### src/design/ihq_ram.sv
// generic single-write, single-read synchronous ram with registered read
// no dependencies
module ihq_ram #(
    parameter int WIDTH = 8,
    parameter int DEPTH = 256
) (
    input  logic                     i_clk,
    input  logic                     i_we,
    input  logic [$clog2(DEPTH)-1:0] i_waddr,
    input  logic [WIDTH-1:0]         i_wdata,
    input  logic                     i_re,
    input  logic [$clog2(DEPTH)-1:0] i_raddr,
    output logic [WIDTH-1:0]         o_rdata
);

    logic [WIDTH-1:0] r_mem [DEPTH];
    logic [WIDTH-1:0] r_rdata;

    // write port
    always_ff @(posedge i_clk) begin
        if (i_we) begin
            r_mem[i_waddr] <= i_wdata;
        end
    end

    // registered read port, holds when not enabled
    always_ff @(posedge i_clk) begin
        if (i_re) begin
            r_rdata <= r_mem[i_raddr];
        end
    end

    assign o_rdata = r_rdata;

endmodule

### config.mk
export PLATFORM = sky130hd
export DESIGN_NAME = ihq_ram
export DESIGN_NICKNAME = d
export VERILOG_FILES = /design/src/design/ihq_ram.sv
export SDC_FILE = /design/constraint.sdc
export NUM_CORES = 2
export LEC_CHECK = 0
export BUFFER_PORTS_ARGS = -buffer_cell sky130_fd_sc_hd__buf_2
export CORE_MARGIN = 10
export CORE_UTILIZATION = 40
export DETAILED_ROUTE_END_ITERATION = 10
export PLACE_DENSITY = 0.63
export SLEW_MARGIN = 0
export SYNTH_ARGS = -nofsm -noshare
export SYNTH_HDL_FRONTEND = slang
export SYNTH_SLANG_ARGS = --single-unit
### constraint.sdc
create_clock -name i_clk -period 3.4 [get_ports i_clk]
set_clock_uncertainty 0.15 [all_clocks]
set_input_delay 0.51 -clock i_clk [delete_from_list [all_inputs] [get_ports i_clk]]
set_output_delay 0.51 -clock i_clk [all_outputs]
set_load 0.1 [all_outputs]
=== Yosys cells after proc, flatten, opt, wreduce, memory -nomap -nowiden ===
Memory sizes are Yosys's and may differ from the RTL's. A register that Yosys moved wholly into a read port is not among the register bits.
Index checks and enable logic that the tools add are counted.

* Flip-flop bits (word level): 0
* Memory bits (writable): 2048
* Input port bits: 27
* Output and inout bits: 8
* Word-level logic and storage cells: 3
* Memories: 1

{| class="wikitable"
|+ Memory list
! name !! words !! width !! rd ports !! clocked after memory_dff !! wr ports !! RTL line !! source
|-
| r_mem || 256 || 8 || 1 || 1 || 1 || 16 || <nowiki>logic [WIDTH-1:0] r_mem [DEPTH];</nowiki>
|}

* Muxes and demuxes: 2

{| class="wikitable"
|+ Operators by type and width
! cell !! count
|-
| 1-bit two-way mux || 2
|}

=== Logic depth before layout (Yosys ltp) ===
* Word-level depth: 2
* Mapped depth: 11

=== Worst setup path before layout ===
OpenSTA, ideal clock, no wires.

* Kind: input to register
* Start point: input i_raddr[0]
* End point: register r_rdata[2], in the netlist o_rdata[2] (read register of r_mem), data pin
* Library setup time: 0.269 ns
* Data arrival time: 2.317 ns
* Required time: 2.981 ns
* Slack: 0.664 ns
* Stages: 9
* Path buffers: 4
* Cell sequence: buf_6 -> buf_12 -> buf_8 -> buf_2 -> mux4_2 -> a22oi_1 -> a21oi_1 -> nor4_1 -> nor4_2

{| class="wikitable"
|+ RTL lines
! item !! RTL line !! source
|-
| from (decl) || 12 || <nowiki>input logic [$clog2(DEPTH)-1:0] i_raddr,</nowiki>
|-
| to (decl) || 17 || <nowiki>logic [WIDTH-1:0] r_rdata;</nowiki>
|}

==> reports/results.ini <==
[pwr]
p_clk_share_pct = 42.1
pwr-share-comb_pct = 5.4
power_density_nw_per_um2 = 569.4
power_switching_share_pct = 21.25
switching_power_mw = 11.32
pwr-share-seq_pct = 52.6
ir_drop_mv = 0.4000
power.leakage_nw = 29.86
p_int_mw = 41.92

[critical_path]
path_max_fanout = 21
crit_required_ns = 3.77
crit_arrival_ns = 3.55
reg2regPathDepth = 5
crit_path_top_delay_cell = nor4_1
crit_type = in -> reg
start_kind = primary input
regToRegSetupSlack_ns = 0.31
r2r-start = r_mem[211][2]
worstReg2RegEnd = o_rdata[2]
path_cells = buf_8 > buf_12 > buf_4 > mux4_2 > a22oi_1 > a21oi_1 > nor4_1 > nor4_2
end_kind = flip-flop
cpPeakStageDelay_ns = 1.09

[drt]
vias = 40580
vias_per_cell = 5.701
ant_nets = 0
remaining_drc_errors = 0
routed_wirelength_um = 204600
drt_iter0_drc = 4537
first_pass_iters = 7
wl_per_cell_um = 28.74

[timing]
relSlewSlack_pct = 13.83
post-route-period-util_pct = 93.61
worst_pin_slew_ns = 1.281
rsz0062_at_grt = false
fin_setup_tns_ns = 0
holdWs_ns = 0.01121
drv_slew = 0
clock.fmax_mhz = 314.2
setup_viol = 0
hold_violations = 0
period_minus_slack_ns = 3.183

[die]
start_util_pct = 40.30
io_pins = 35
fp.dieArea_um2 = 217300
die_w_um = 466.2
coreArea_um2 = 197600
die-height_um = 466.2
rows = 163

[run]
cap_violations = 0

[grt]
overflow = 0
grt_max_degree = 93
grt_pass1_wl_um = 295100
antenna_found_initial = 11
grt_use_total_pct = 18.46
first_global_vias = 40650

[min_path]
hp-start = i_wdata[1]
hold_path_depth = 1
min_delay_worst_endpoint = r_mem[193][1]
hold_class = in -> reg

[clock_network]
h-tree-depth = 4
cts-root-buf = clkbuf_16
cts-resized-gates = 0
cts_inserted_buffers = 205
cts_buffer_depth = 3
cts_tree = built
clock-sinks = 2056
post-cts-setup-buffers = 0
clk_pin_slew_worst_paths_ns = 0.06
clock_latency_ns = 0.84

[final_layout]
drive_gt1_share_pct = 30.42
syn_to_final_growth_pct = 17.40
nets = 4335

[logic_synthesis]
ys_warn_count = 0
synth-edff-count = 2056
syn-cell-area_um2 = 79640
syn_nets = 3760
ys_ff_latch = 2056
syn_avg_cell_area_um2 = 21.33
netlist_instances = 3733
synth_seq_area_share_pct = 77.53
ys.flop_type = edfxtp_1
yosysUniqueCellTypes = 54
async_flop_share_pct = 0

[placed_design]
port_buffers = 34
dp_hpwl_um = 130700
place.gp.congestion = 0.8574

[status]
status = complete, no violations

-- cell type report --
| cell class | instances | area (um2) |
|---|---|---|
| antenna | 4 | 10.01 |
| clock buffer | 257 | 5389 |
| clock inverter | 116 | 1241 |
| fill | 16080 | 104100 |
| inverter | 2 | 7.507 |
| multi-input combinational | 1442 | 16500 |
| sequential | 2056 | 61740 |
| tap | 2640 | 3303 |
| timing repair buffer | 601 | 5305 |
-- repair_timing --
action,CTS,global route
endpoints found under the setup margin,0,0
endpoints found under the hold margin,27,0
hold buffers,4,0
-- power groups by stage --
stage	registers (mW)	logic, mW	clock network (mW)
2_1_floorplan	28.6	1.36	0
3_3_place_gp	28.5	2.84	0
3_5_place_dp	28.5	2.87	0
4_1_cts	28.0	2.88	22.7
5_1_grt	28.0	3.00	23.7
6_report	28.0	2.85	22.4
-- worst max-delay path: cells and delay by family --
kind            cells  cell delay, ns
simple gates        2            1.18
buf+inv             3            0.83
mux                 1            0.52
compound gates      2            0.43
-- metal layers --
layer | routed length, um | track usage [%]
met4 | 5260 | 4.889
met3 | 16880 | 3.681
met1 | 83130 | 25.52
met5 | 0 | 0
met2 | 99320 | 30.01
-- logic make-up (layout without fill, tap and decap cells) --
logic type	after synthesis	count (layout)	synth area share (%)
muxes	591	591	14.60
AOI/OAI and AO/OA	385	385	3.416
DFF	2056	2056	77.53
buffers and inverters	235	976	1.829
and+or+nand+nor	466	466	2.625
other	0	4	0
-- how the worst max path moves through the flow --
stage                     startpoint    endpoint  cells past startpoint
final                     i_raddr[0]  o_rdata[2]                      8
after floorplan           i_raddr[0]  o_rdata[2]                      9
after CTS                 i_raddr[0]  o_rdata[2]                      8
after global placement    i_raddr[0]  o_rdata[2]                      8
after detailed placement  i_raddr[0]  o_rdata[2]                      8
after global routing      i_raddr[0]  o_rdata[2]                      8
-- through the flow --
| stage | total power [mW] | util [%] | setup slack (ns) | area [um2] | cells |
|---|---|---|---|---|---|
| finish | 53.24 | 47.31 | 0.2173 | 93490 | 7118 |
| global route | 54.73 | 47.30 | 0.1667 | 93480 | 7115 |
| CTS | 53.58 | 47.30 | 0.2672 | 93480 | 7114 |
| detailed placement | 31.41 | 43.93 | -0.6136 | 86810 | 6737 |
| global placement | 31.38 | 43.93 | -0.5928 | 86810 | 6737 |
| floorplan | 29.95 | - | 0.6639 | 79640 | 3733 |
-- cells in the final DEF, fill, tap and decap left out, types with 46 or more instances in the layout --
| master | instances |
|---|---|
| edfxtp_1 | 2056 |
| buf_4 | 504 |
| mux4_2 | 454 |
| nor2_1 | 279 |
| clkbuf_16 | 208 |
| mux2i_1 | 134 |
| a22oi_1 | 133 |
| a21oi_1 | 96 |
| buf_12 | 61 |
| clkbuf_1 | 49 |
| o221ai_1 | 46 |
-- synth_stat cells (3+ instances only) --
| cell | instances | area share (%) |
|---|---|---|
| a211oi_1 | 16 | 0.15 |
| a21oi_1 | 96 | 0.60 |
| a221oi_1 | 13 | 0.14 |
| a22o_1 | 8 | 0.088 |
| a22oi_1 | 133 | 1.3 |
| and2_1 | 6 | 0.047 |
| buf_1 | 22 | 0.10 |
| buf_12 | 8 | 0.20 |
| buf_2 | 31 | 0.19 |
| buf_4 | 27 | 0.25 |
| buf_6 | 21 | 0.30 |
| buf_8 | 13 | 0.25 |
| clkbuf_1 | 111 | 0.52 |
| edfxtp_1 | 2056 | 78 |
| mux2i_1 | 134 | 1.7 |
| mux4_2 | 454 | 13 |
| nand2_1 | 33 | 0.16 |
| nand2b_1 | 8 | 0.063 |
| nand3_1 | 34 | 0.21 |
| nand4_1 | 10 | 0.079 |
| nor2_1 | 282 | 1.3 |
| nor2b_1 | 31 | 0.24 |
| nor3_1 | 22 | 0.14 |
| nor4_1 | 24 | 0.19 |
| nor4_2 | 3 | 0.047 |
| o211ai_1 | 10 | 0.094 |
| o21ai_0 | 10 | 0.063 |
| o221ai_1 | 46 | 0.51 |
| o22a_1 | 5 | 0.055 |
| o22ai_1 | 28 | 0.22 |
| o32ai_1 | 4 | 0.044 |
| or2_2 | 4 | 0.031 |
-- flip-flops by register name, summed over array words and instances (netlist names) --
register and flops:
o_rdata 8, r_mem 2048
Power figures use the tool's default switching activity.
